--- src/rtl/life_generation_toroidal_unit_macros.svh ---
`ifndef LIFE_GENERATION_TOROIDAL_UNIT_MACROS_SVH
`define LIFE_GENERATION_TOROIDAL_UNIT_MACROS_SVH

// same-cycle implication
`define LGT_ASSERT_NOW(label, clk, rst, ante, cons, msg) \
   label: assert property (@(posedge clk) disable iff (rst) (ante) |-> (cons)) else $error(msg);

// next-cycle implication
`define LGT_ASSERT_NEXT(label, clk, rst, ante, cons, msg) \
   label: assert property (@(posedge clk) disable iff (rst) (ante) |=> (cons)) else $error(msg);

`endif

--- src/rtl/lgt_pkg.sv ---
package lgt_pkg;

   localparam int ROW_BITS           = 32;
   localparam int ROW_IDX_BITS       = 5;
   localparam int STORE_DEPTH        = 32;
   localparam int SIDE_MIN           = 3;
   localparam int GRID_WIDTH_DEFAULT = 32;
   localparam int QUEUE_DEPTH        = 2;
   localparam int QUEUE_PTR_BITS     = (QUEUE_DEPTH > 1) ? $clog2(QUEUE_DEPTH) : 1;
   localparam int QUEUE_CNT_BITS     = $clog2(QUEUE_DEPTH + 1);

   typedef logic [ROW_BITS-1:0]     row_type;
   typedef logic [ROW_IDX_BITS-1:0] row_idx_type;

   typedef struct packed {
      row_type     row;
      row_idx_type index;
      logic        last;
   } entry_type;

   typedef enum logic [1:0] {
      LGT_LOAD,
      LGT_PRIME,
      LGT_EMIT
   } back_state_type;

   function automatic int side_of(input int grid_width);
      if (grid_width < SIDE_MIN) begin
         return SIDE_MIN;
      end
      if (grid_width > ROW_BITS) begin
         return ROW_BITS;
      end
      return grid_width;
   endfunction

   function automatic row_type mask_of(input int side);
      row_type m;
      m = '0;
      for (int i = 0; i < ROW_BITS; i++) begin
         if (i < side) begin
            m[i] = 1'b1;
         end
      end
      return m;
   endfunction

endpackage

--- src/rtl/lgt_front.sv ---
module lgt_front #(
   parameter int GRID_WIDTH = lgt_pkg::GRID_WIDTH_DEFAULT
) (
   input  logic                clock,
   input  logic                reset,
   input  logic                req_valid,
   output logic                req_stall,
   input  lgt_pkg::row_type    req_row_cells,
   output logic                push_valid,
   output lgt_pkg::entry_type  push_entry,
   input  logic                push_stall
);

   localparam int               SIDE     = lgt_pkg::side_of(GRID_WIDTH);
   localparam lgt_pkg::row_type ROW_MASK = lgt_pkg::mask_of(SIDE);
   localparam lgt_pkg::row_idx_type LAST_IDX = lgt_pkg::ROW_IDX_BITS'(SIDE - 1);

   lgt_pkg::row_idx_type idx_ff;
   lgt_pkg::row_idx_type idx_in;
   logic                 is_last;

   assign is_last   = (idx_ff == LAST_IDX);
   assign req_stall = push_stall;

   assign push_valid       = req_valid;
   assign push_entry.row   = req_row_cells & ROW_MASK;
   assign push_entry.index = idx_ff;
   assign push_entry.last  = is_last;

   always_comb begin
      idx_in = idx_ff;
      if (req_valid && !push_stall) begin
         idx_in = is_last ? '0 : idx_ff + lgt_pkg::ROW_IDX_BITS'(1);
      end
   end

   always_ff @(posedge clock) begin
      if (reset) begin
         idx_ff <= '0;
      end else begin
         idx_ff <= idx_in;
      end
   end

endmodule

--- src/rtl/lgt_queue.sv ---
module lgt_queue (
   input  logic                clock,
   input  logic                reset,
   input  logic                push_valid,
   input  lgt_pkg::entry_type  push_entry,
   output logic                push_stall,
   output logic                pop_valid,
   output lgt_pkg::entry_type  pop_entry,
   input  logic                pop_ready
);

   localparam int PB = lgt_pkg::QUEUE_PTR_BITS;
   localparam int CB = lgt_pkg::QUEUE_CNT_BITS;
   localparam logic [PB-1:0] LAST_PTR = PB'(lgt_pkg::QUEUE_DEPTH - 1);
   localparam logic [CB-1:0] FULL_CNT = CB'(lgt_pkg::QUEUE_DEPTH);

   lgt_pkg::entry_type slot_ff [lgt_pkg::QUEUE_DEPTH];
   logic [PB-1:0] wr_ptr_ff, wr_ptr_in;
   logic [PB-1:0] rd_ptr_ff, rd_ptr_in;
   logic [CB-1:0] count_ff, count_in;
   logic          push, pop;

   assign push_stall = (count_ff == FULL_CNT);
   assign pop_valid  = (count_ff != '0);
   assign pop_entry  = slot_ff[rd_ptr_ff];
   assign push       = push_valid && !push_stall;
   assign pop        = pop_valid && pop_ready;

   always_comb begin
      wr_ptr_in = wr_ptr_ff;
      rd_ptr_in = rd_ptr_ff;
      count_in  = count_ff;
      if (push) begin
         wr_ptr_in = (wr_ptr_ff == LAST_PTR) ? '0 : wr_ptr_ff + PB'(1);
      end
      if (pop) begin
         rd_ptr_in = (rd_ptr_ff == LAST_PTR) ? '0 : rd_ptr_ff + PB'(1);
      end
      if (push && !pop) begin
         count_in = count_ff + CB'(1);
      end else if (pop && !push) begin
         count_in = count_ff - CB'(1);
      end
   end

   always_ff @(posedge clock) begin
      if (reset) begin
         wr_ptr_ff <= '0;
         rd_ptr_ff <= '0;
         count_ff  <= '0;
      end else begin
         wr_ptr_ff <= wr_ptr_in;
         rd_ptr_ff <= rd_ptr_in;
         count_ff  <= count_in;
      end
   end

   always_ff @(posedge clock) begin
      if (push) begin
         slot_ff[wr_ptr_ff] <= push_entry;
      end
   end

endmodule

--- src/rtl/lgt_back.sv ---
module lgt_back #(
   parameter int GRID_WIDTH = lgt_pkg::GRID_WIDTH_DEFAULT
) (
   input  logic                 clock,
   input  logic                 reset,
   input  logic                 pop_valid,
   input  lgt_pkg::entry_type   pop_entry,
   output logic                 pop_ready,
   output logic                 rsp_valid,
   input  logic                 rsp_stall,
   output lgt_pkg::row_type     rsp_next_row_cells,
   output lgt_pkg::row_idx_type rsp_row_number,
   output logic                 rsp_final_row
);

   localparam int SIDE = lgt_pkg::side_of(GRID_WIDTH);
   localparam int IB   = lgt_pkg::ROW_IDX_BITS;
   localparam int XB   = IB + 1;
   localparam logic [XB-1:0] SIDE_X = XB'(SIDE);
   localparam lgt_pkg::row_idx_type LAST_IDX = IB'(SIDE - 1);

   lgt_pkg::row_type store_mem [lgt_pkg::STORE_DEPTH];

   lgt_pkg::back_state_type state_ff, state_in;
   logic                    rsp_valid_ff, rsp_valid_in;
   lgt_pkg::row_type        rd_data_ff;
   lgt_pkg::row_type        row0_ff, prev_ff, cur_ff, nxt_ff;
   lgt_pkg::row_idx_type    r_ff;
   lgt_pkg::row_type        out_row_ff;
   lgt_pkg::row_idx_type    out_num_ff;
   logic                    out_last_ff;

   logic                 out_free, advance, pop, load_win, prime;
   logic                 rd_en;
   lgt_pkg::row_idx_type rd_addr;
   logic [XB-1:0]        r_plus2, r_plus3;
   lgt_pkg::row_type     new_row;

   assign out_free = !rsp_valid_ff || !rsp_stall;
   assign r_plus2  = {1'b0, r_ff} + XB'(2);
   assign r_plus3  = {1'b0, r_ff} + XB'(3);

   always_comb begin
      state_in     = state_ff;
      pop_ready    = 1'b0;
      pop          = 1'b0;
      load_win     = 1'b0;
      prime        = 1'b0;
      advance      = 1'b0;
      rd_en        = 1'b0;
      rd_addr      = '0;
      rsp_valid_in = rsp_valid_ff && rsp_stall;
      case (state_ff)
         lgt_pkg::LGT_LOAD: begin
            pop_ready = 1'b1;
            pop       = pop_valid;
            if (pop_valid && pop_entry.last) begin
               load_win = 1'b1;
               rd_en    = 1'b1;
               rd_addr  = IB'(1);
               state_in = lgt_pkg::LGT_PRIME;
            end
         end
         lgt_pkg::LGT_PRIME: begin
            prime    = 1'b1;
            rd_en    = 1'b1;
            rd_addr  = IB'(2);
            state_in = lgt_pkg::LGT_EMIT;
         end
         lgt_pkg::LGT_EMIT: begin
            if (out_free) begin
               advance      = 1'b1;
               rsp_valid_in = 1'b1;
               rd_en        = (r_plus3 < SIDE_X);
               rd_addr      = r_plus3[IB-1:0];
               if (r_ff == LAST_IDX) begin
                  state_in = lgt_pkg::LGT_LOAD;
               end
            end
         end
         default: begin
            state_in = lgt_pkg::LGT_LOAD;
         end
      endcase
   end

   always_ff @(posedge clock) begin
      if (reset) begin
         state_ff     <= lgt_pkg::LGT_LOAD;
         rsp_valid_ff <= 1'b0;
      end else begin
         state_ff     <= state_in;
         rsp_valid_ff <= rsp_valid_in;
      end
   end

   // layer store
   always_ff @(posedge clock) begin
      if (pop) begin
         store_mem[pop_entry.index] <= pop_entry.row;
      end
      if (rd_en) begin
         rd_data_ff <= store_mem[rd_addr];
      end
   end

   // three-row window and output register
   always_ff @(posedge clock) begin
      if (pop && (pop_entry.index == '0)) begin
         row0_ff <= pop_entry.row;
      end
      if (load_win) begin
         prev_ff <= pop_entry.row;
         cur_ff  <= row0_ff;
      end
      if (prime) begin
         nxt_ff <= rd_data_ff;
         r_ff   <= '0;
      end
      if (advance) begin
         out_row_ff  <= new_row;
         out_num_ff  <= r_ff;
         out_last_ff <= (r_ff == LAST_IDX);
         prev_ff     <= cur_ff;
         cur_ff      <= nxt_ff;
         nxt_ff      <= (r_plus2 == SIDE_X) ? row0_ff : rd_data_ff;
         r_ff        <= r_ff + IB'(1);
      end
   end

   for (genvar c = 0; c < lgt_pkg::ROW_BITS; c++) begin : g_cell
      if (c < SIDE) begin : g_live
         localparam int L = (c == 0) ? SIDE - 1 : c - 1;
         localparam int R = (c == SIDE - 1) ? 0 : c + 1;
         logic [3:0] count;
         assign count = 4'(prev_ff[L]) + 4'(prev_ff[c]) + 4'(prev_ff[R])
                      + 4'(cur_ff[L]) + 4'(cur_ff[R])
                      + 4'(nxt_ff[L]) + 4'(nxt_ff[c]) + 4'(nxt_ff[R]);
         assign new_row[c] = (count == 4'd3) || ((count == 4'd2) && cur_ff[c]);
      end else begin : g_off
         assign new_row[c] = 1'b0;
      end
   end

   assign rsp_valid          = rsp_valid_ff;
   assign rsp_next_row_cells = out_row_ff;
   assign rsp_row_number     = out_num_ff;
   assign rsp_final_row      = out_last_ff;

endmodule

--- src/rtl/life_generation_toroidal_unit.sv ---
// channel   valid      stall      payload
// req       req_valid  req_stall  req_row_cells
// rsp       rsp_valid  rsp_stall  rsp_next_row_cells, rsp_row_number, rsp_final_row
//
// Rows load at one per cycle, while the queue has room, through a two-entry queue
// into the layer store. On the last row, LOAD and then PRIME fill the three-row
// window from the store read port, then one result row per cycle when not stalled.
// Reset is synchronous and clears only control state; the store needs no clearing.
// Stalls on rsp hold the output register; requests back up in the queue.
`include "life_generation_toroidal_unit_macros.svh"

module life_generation_toroidal_unit #(
   parameter int GRID_WIDTH = lgt_pkg::GRID_WIDTH_DEFAULT
) (
   input  logic                 clock,
   input  logic                 reset,
   input  logic                 req_valid,
   output logic                 req_stall,
   input  lgt_pkg::row_type     req_row_cells,
   output logic                 rsp_valid,
   input  logic                 rsp_stall,
   output lgt_pkg::row_type     rsp_next_row_cells,
   output lgt_pkg::row_idx_type rsp_row_number,
   output logic                 rsp_final_row
);

   localparam int                   SIDE     = lgt_pkg::side_of(GRID_WIDTH);
   localparam lgt_pkg::row_type     ROW_MASK = lgt_pkg::mask_of(SIDE);
   localparam lgt_pkg::row_idx_type LAST_IDX = lgt_pkg::ROW_IDX_BITS'(SIDE - 1);

   logic               push_valid, push_stall;
   lgt_pkg::entry_type push_entry;
   logic               pop_valid, pop_ready;
   lgt_pkg::entry_type pop_entry;

   lgt_front #(
      .GRID_WIDTH(GRID_WIDTH)
   ) u_front (
      .clock        (clock),
      .reset        (reset),
      .req_valid    (req_valid),
      .req_stall    (req_stall),
      .req_row_cells(req_row_cells),
      .push_valid   (push_valid),
      .push_entry   (push_entry),
      .push_stall   (push_stall)
   );

   lgt_queue u_queue (
      .clock     (clock),
      .reset     (reset),
      .push_valid(push_valid),
      .push_entry(push_entry),
      .push_stall(push_stall),
      .pop_valid (pop_valid),
      .pop_entry (pop_entry),
      .pop_ready (pop_ready)
   );

   lgt_back #(
      .GRID_WIDTH(GRID_WIDTH)
   ) u_back (
      .clock             (clock),
      .reset             (reset),
      .pop_valid         (pop_valid),
      .pop_entry         (pop_entry),
      .pop_ready         (pop_ready),
      .rsp_valid         (rsp_valid),
      .rsp_stall         (rsp_stall),
      .rsp_next_row_cells(rsp_next_row_cells),
      .rsp_row_number    (rsp_row_number),
      .rsp_final_row     (rsp_final_row)
   );

   `LGT_ASSERT_NOW(a_final_is_last_row, clock, reset, rsp_valid && rsp_final_row, rsp_row_number == LAST_IDX, "final row flag on wrong row")
   `LGT_ASSERT_NEXT(a_rows_in_sequence, clock, reset, rsp_valid && !rsp_stall && !rsp_final_row, rsp_valid && (rsp_row_number == $past(rsp_row_number) + lgt_pkg::ROW_IDX_BITS'(1)), "result rows out of sequence")
   `LGT_ASSERT_NOW(a_no_cells_beyond_side, clock, reset, rsp_valid, (rsp_next_row_cells & ~ROW_MASK) == '0, "live cell beyond layer side")

endmodule

--- config.mk ---
export PLATFORM = sky130hd
export DESIGN_NAME = life_generation_toroidal_unit
export DESIGN_NICKNAME = d
export VERILOG_FILES = /design/src/rtl/lgt_pkg.sv /design/src/rtl/lgt_front.sv /design/src/rtl/lgt_queue.sv /design/src/rtl/lgt_back.sv /design/src/rtl/life_generation_toroidal_unit.sv
export VERILOG_INCLUDE_DIRS = /design/src /design/src/rtl
export SDC_FILE = /design/constraint.sdc
export NUM_CORES = 2
export LEC_CHECK = 0
export BUFFER_PORTS_ARGS = -buffer_cell sky130_fd_sc_hd__buf_2
export CAP_MARGIN = 25
export CORE_ASPECT_RATIO = 1.25
export CORE_MARGIN = 2
export CORE_UTILIZATION = 35
export CTS_CLUSTER_DIAMETER = 100
export DETAILED_ROUTE_END_ITERATION = 7
export GPL_ROUTABILITY_DRIVEN = 0
export PLACE_DENSITY = 0.47
export SLEW_MARGIN = 20
export SYNTH_ARGS = -nofsm -noshare
export SYNTH_HDL_FRONTEND = slang
export SYNTH_SLANG_ARGS = --single-unit
--- constraint.sdc ---
create_clock -name clock -period 8.6 [get_ports clock]
set_input_delay 0.86 -clock clock [delete_from_list [all_inputs] [get_ports clock]]
set_output_delay 0.86 -clock clock [all_outputs]
set_load 0.02 [all_outputs]
Yosys cells after proc, flatten, opt, wreduce, memory -nomap -nowiden
Memories as Yosys holds them, arrays and structs flattened. A register that Yosys moved wholly into a read port is not among the register bits. Index checks and enable logic that the tools add are counted.

Flip-flop bits (word level): 183. Output and inout port bits: 40. RAM bits: 1100. Memories: 2.

Order comparisons: 1. Add/subtract/negate cells: 232. Muxes and demuxes: 38. Reductions and logical operators: 84. Equality and inequality tests: 73.

Memories: u_back.store_mem (depth 32, width 32, read ports 1, clocked after Yosys merged registers in 1, write ports 1, RTL line lgt_back.sv:22) `lgt_pkg::row_type store_mem [lgt_pkg::STORE_DEPTH];`; u_queue.slot_ff (depth 2, width 38, read ports 1, clocked after Yosys merged registers in 1, write ports 1, RTL line lgt_queue.sv:17) `lgt_pkg::entry_type slot_ff [lgt_pkg::QUEUE_DEPTH];`.

Operators with widths (number): $add 4x1->4 (192); $eq 4x2->1 const B (64); $mux 32 (7); $add 1x1->2 (32); $logic_and 1x1->1 (39); $logic_or 1x1->1 (33); $mux 5 (4); $mux 1 (19); $pmux 5 s3 (1); $add 5x2->6 const B (2); $add 5x1->5 const B (2); $eq 5x5->1 const B (2); $mux 2 (5); $reduce_bool 2->1 (4); $eq 6x6->1 const B (1); $lt 6x6->1 const B (1); $ne 2x1->1 const B (3); $pmux 2 s3 (1); $logic_not 1->1 (5); $logic_not 5->1 (1); $eq 2x2->1 const B (2); $pmux 1 s3 (1); $reduce_and 3->1 (1); $add 1x1->1 const B (2); other kinds (4) (4).

Longest topological paths before layout
Word-level depth: 10. Depth in mapped cells: 11. Gate-level depth less buffers: 11.

Modules after synthesis
Synthesis repeated with hierarchy kept, for this count alone.

Cells, all modules: 3512. Area, all modules: 55610.8 um^2.

Modules (own cells, without submodules): lgt_back (area each 52138.8 um^2, times used 1, seq. area each 36905.4 um^2, cells each 3308); lgt_queue (area each 2957.8 um^2, times used 1, seq. area each 2382.3 um^2, cells each 143); lgt_front (area each 514.2 um^2, times used 1, seq. area each 100.1 um^2, cells each 61).

Worst setup path before layout
OpenSTA, ideal clock, no wires.

Kind: input-to-reg. Start: input port req_valid. End: memory u_queue.slot_ff[0][0] in the netlist's numbering (enable). Arrival time: 2.759 ns. Required time: 8.165 ns. Buffers on the path: 1. Cell stages on the path: 3. Slack: 5.406 ns. Cells stage by stage: nand2b_1 > clkbuf_1 > nor2_1.

Cells in the longest elaborated chain, start to end: 3.

Ends and longest elaborated chain: start, declared (RTL line life_generation_toroidal_unit.sv:17) `input logic req_valid,`; $logic_and 1x1->1 (RTL line lgt_queue.sv:26) `assign push = push_valid && !push_stall;`; $mux 1 (RTL line lgt_queue.sv:59) `if (push) begin`; $mux 1 (implied by the code) (RTL line lgt_queue.sv:60) `slot_ff[wr_ptr_ff] <= push_entry;`; end, declared (RTL line lgt_queue.sv:17).

No other way between the ends.

==> results.md <==
- Via count: 37107
- Slew @ Worst Pin: 1.07 ns
- DRC: 0
- Vias in the first global route: 37016
- GRT Total Usage: 0.207
- Die X: roughly 370 um
- RSZ-0062 raised after global routing: no
- HPWL after DPL: 90.1 mm
- Layout area overhead: 12.5%
- Post-synth top area cell: edfxtp_1
- Final wirelength: 178 mm
- Post-Syn Area per Cell: 13.3 um2
- Yosys cell types: 49
- Worst Hold Launch: req_row_cells[17]
- Number of synthesized flops with an enable pin: 1303
- Count leader, synth: edfxtp_1
- Fin crit period: 4.18 ns
- Max-cap viol count: 0
- CP endpoint kind: flip-flop
- CP required: about 9 ns
- Crit path max fanout: 81
- Setup tns final: 0 ns
- Filler cells: 15606
- Setup Buffers After CTS: 0
- Placed cells: 6398
- Core area: 0.165 mm2
- Synth top area cells: edfxtp_1, nand3_1, o21ai_0
- I/O Pins: 76
- Hold Path Cell Cnt: 1
- Register area share after synthesis: 0.678
- Yosys reg bits: 1316
- Critical setup path kind: reg2reg
- Initial antenna violation count: 12
- Pleak: 22.1 nW
- Maximum clock frequency: around 0.24 GHz
- Fin. Hold Viols: 0
- Post-DP Area: between 0.06 and 0.07 mm2
- Grt total ovfl: 0
- Skew final: ~0.038 ns
- DRT iter0 DRCs: 3621
- CTS resizes: 0
- Initial core utilization: 0.351
- R2R depth: 6
- Fin nets: 4616
- Pwr per Cell Area: roughly 340 mW/mm2
- TritonCTS Sinks: 1316
- Period Utilization, post-route: 0.486
- Layout Cells excl Fill: 6662
- Ys async rst share: 0
- Startpoint class of the critical path: flip-flop
- HP Class: in2reg
- Die height: roughly 460 um
- Cell area after technology mapping: 0.0581 mm2
- Post-route ant nets: 0
- First-pass GRT wire length: around 260 mm
- Design area: 0.0653 mm2
- Clk Tree Root Cell: clkbuf_16
- Status: complete, no violations
- Top post-synthesis cells by count: edfxtp_1, nand3_1, o21ai_0, inv_1, buf_2
- Max H-tree Level: 4
- Die area: 0.169 mm2
- Post-Synthesis Cells: 4374
- Area fraction of the dominant cell type after synthesis: 0.674
- Synth Net Count: 4643
- Worst skew pair latency: slightly below 0.8 ns
- CTS tree: yes
- Max-slew violations: 0
- Post-DR vias/cell: 5.57
- Site Rows: 167
- Yosys warning count: 0
- Largest net degree at the start of global routing: 195
- Final Setup Violations: 0
- Share of post-route cells with drive strength above 1: 0.110
- Slew margin rel.: 0.284
- Clock Tree Buf Depth: 3
- # hold bufs at CTS: 0
- Port Buffer Count: 75
- Area of the multi-input gates: about 0.016 mm2
- Top FF cell, synth: edfxtp_1
- CTS Buf Count: 144
- Register area: 0.0394 mm2
- Reg clk slew, reported paths: approximately 0.060 ns
- First-pass DRT Iterations: 5
- Peak supply drop: 0.183 mV
- Tot Pwr: between 20 and 25 mW
- Routed wire per std cell: 26.7 um
- Crit path DAT: around 4.5 ns
## cells in the final DEF, fill, tap and decap left out, types with 36 or more instances in the layout
cell type / count
a41oi_1: 96
mux2_2: 67
buf_2: 75
nor2_4: 36
ha_1: 105
inv_1: 319
nor3_1: 36
nor2_1: 86
buf_4: 64
o21ai_0: 519
edfxtp_1: 1303
a21oi_1: 65
nand2_1: 58
clkbuf_1: 41
clkbuf_16: 149
nand3_1: 1030
fa_1: 128
## layer usage
layer,track usage,share of wire,vias up
met5,0,0.000090,-
met3,0.0270,0.053,249
li1,-,-,16367
met2,0.340,0.48,1175
met4,0.0548,0.021,2
met1,0.290,0.44,19314
## stage by stage
step           setup WS (ns)  hold WS, ns   util
2_1_floorplan           5.41        0.443      -
3_3_place_gp            4.38        0.471  0.367
3_5_place_dp            4.35        0.481  0.367
4_1_cts                 4.33        0.208  0.395
5_1_grt                 4.14        0.243  0.395
6_report                4.42        0.271  0.395
## registers in the layout (all words and copies together) (netlist names), 32 cells and up, named ones only
register                   flops
u_back.cur_ff                 32
u_back.row0_ff                32
u_back.nxt_ff                 32
u_back.rsp_next_row_cells     32
u_back.prev_ff                32
u_back.rd_data_ff             32
u_queue.slot_ff               76
u_back.store_mem            1024
## final cells by class
class,instances,area share
flip-flops and latches,1316,0.603
repair buffers,148,0.0159
clock buffers,190,0.0594
diodes,5,0.000192
multi-input cells,2416,0.250
inverters,321,0.0187
clock inverters,69,0.0108
well taps,2197,0.0421
## path summary, 6_finish.rpt
path              slack (ns)                endpoint
setup reg to reg        4.42       u_back.cur_ff[15]
hold / removal          0.27  u_queue.slot_ff[1][23]
hold reg to reg         0.49       u_front.idx_ff[4]
setup / recovery        4.42       u_back.cur_ff[15]
## report_power, final
part	internal (mW)	switching [mW]	leakage, nW	total [mW]
clock network	3.54	2.59	2.22	6.13
registers	8.35	0.392	11.9	8.75
logic	2.38	4.79	7.95	7.17
total	14.3	7.77	22.1	22.1
## critical path, stage by stage (launching register included)
cell and delay, ns:
dfxtp_2 0.31, buf_4 0.49, mux2_4 0.37, nand3_4 0.28
buf_4 0.52, buf_4 0.89, nand2_4 0.74
## kinds of logic (layout without fill, tap and decap cells)
logic type,Yosys count,in the layout,synth area share
AND/OR/NAND/NOR,1319,1319,0.112
XOR/XNOR,7,7,0.00106
multiplexers,71,71,0.0138
other,0,5,0
adder cells (fa/ha/maj),233,233,0.0668
buffers and inverters,642,728,0.0468
flip-flops,1316,1316,0.678
AO/OA/AOI/OAI,786,786,0.0816
Power figures use the tool's default switching activity.
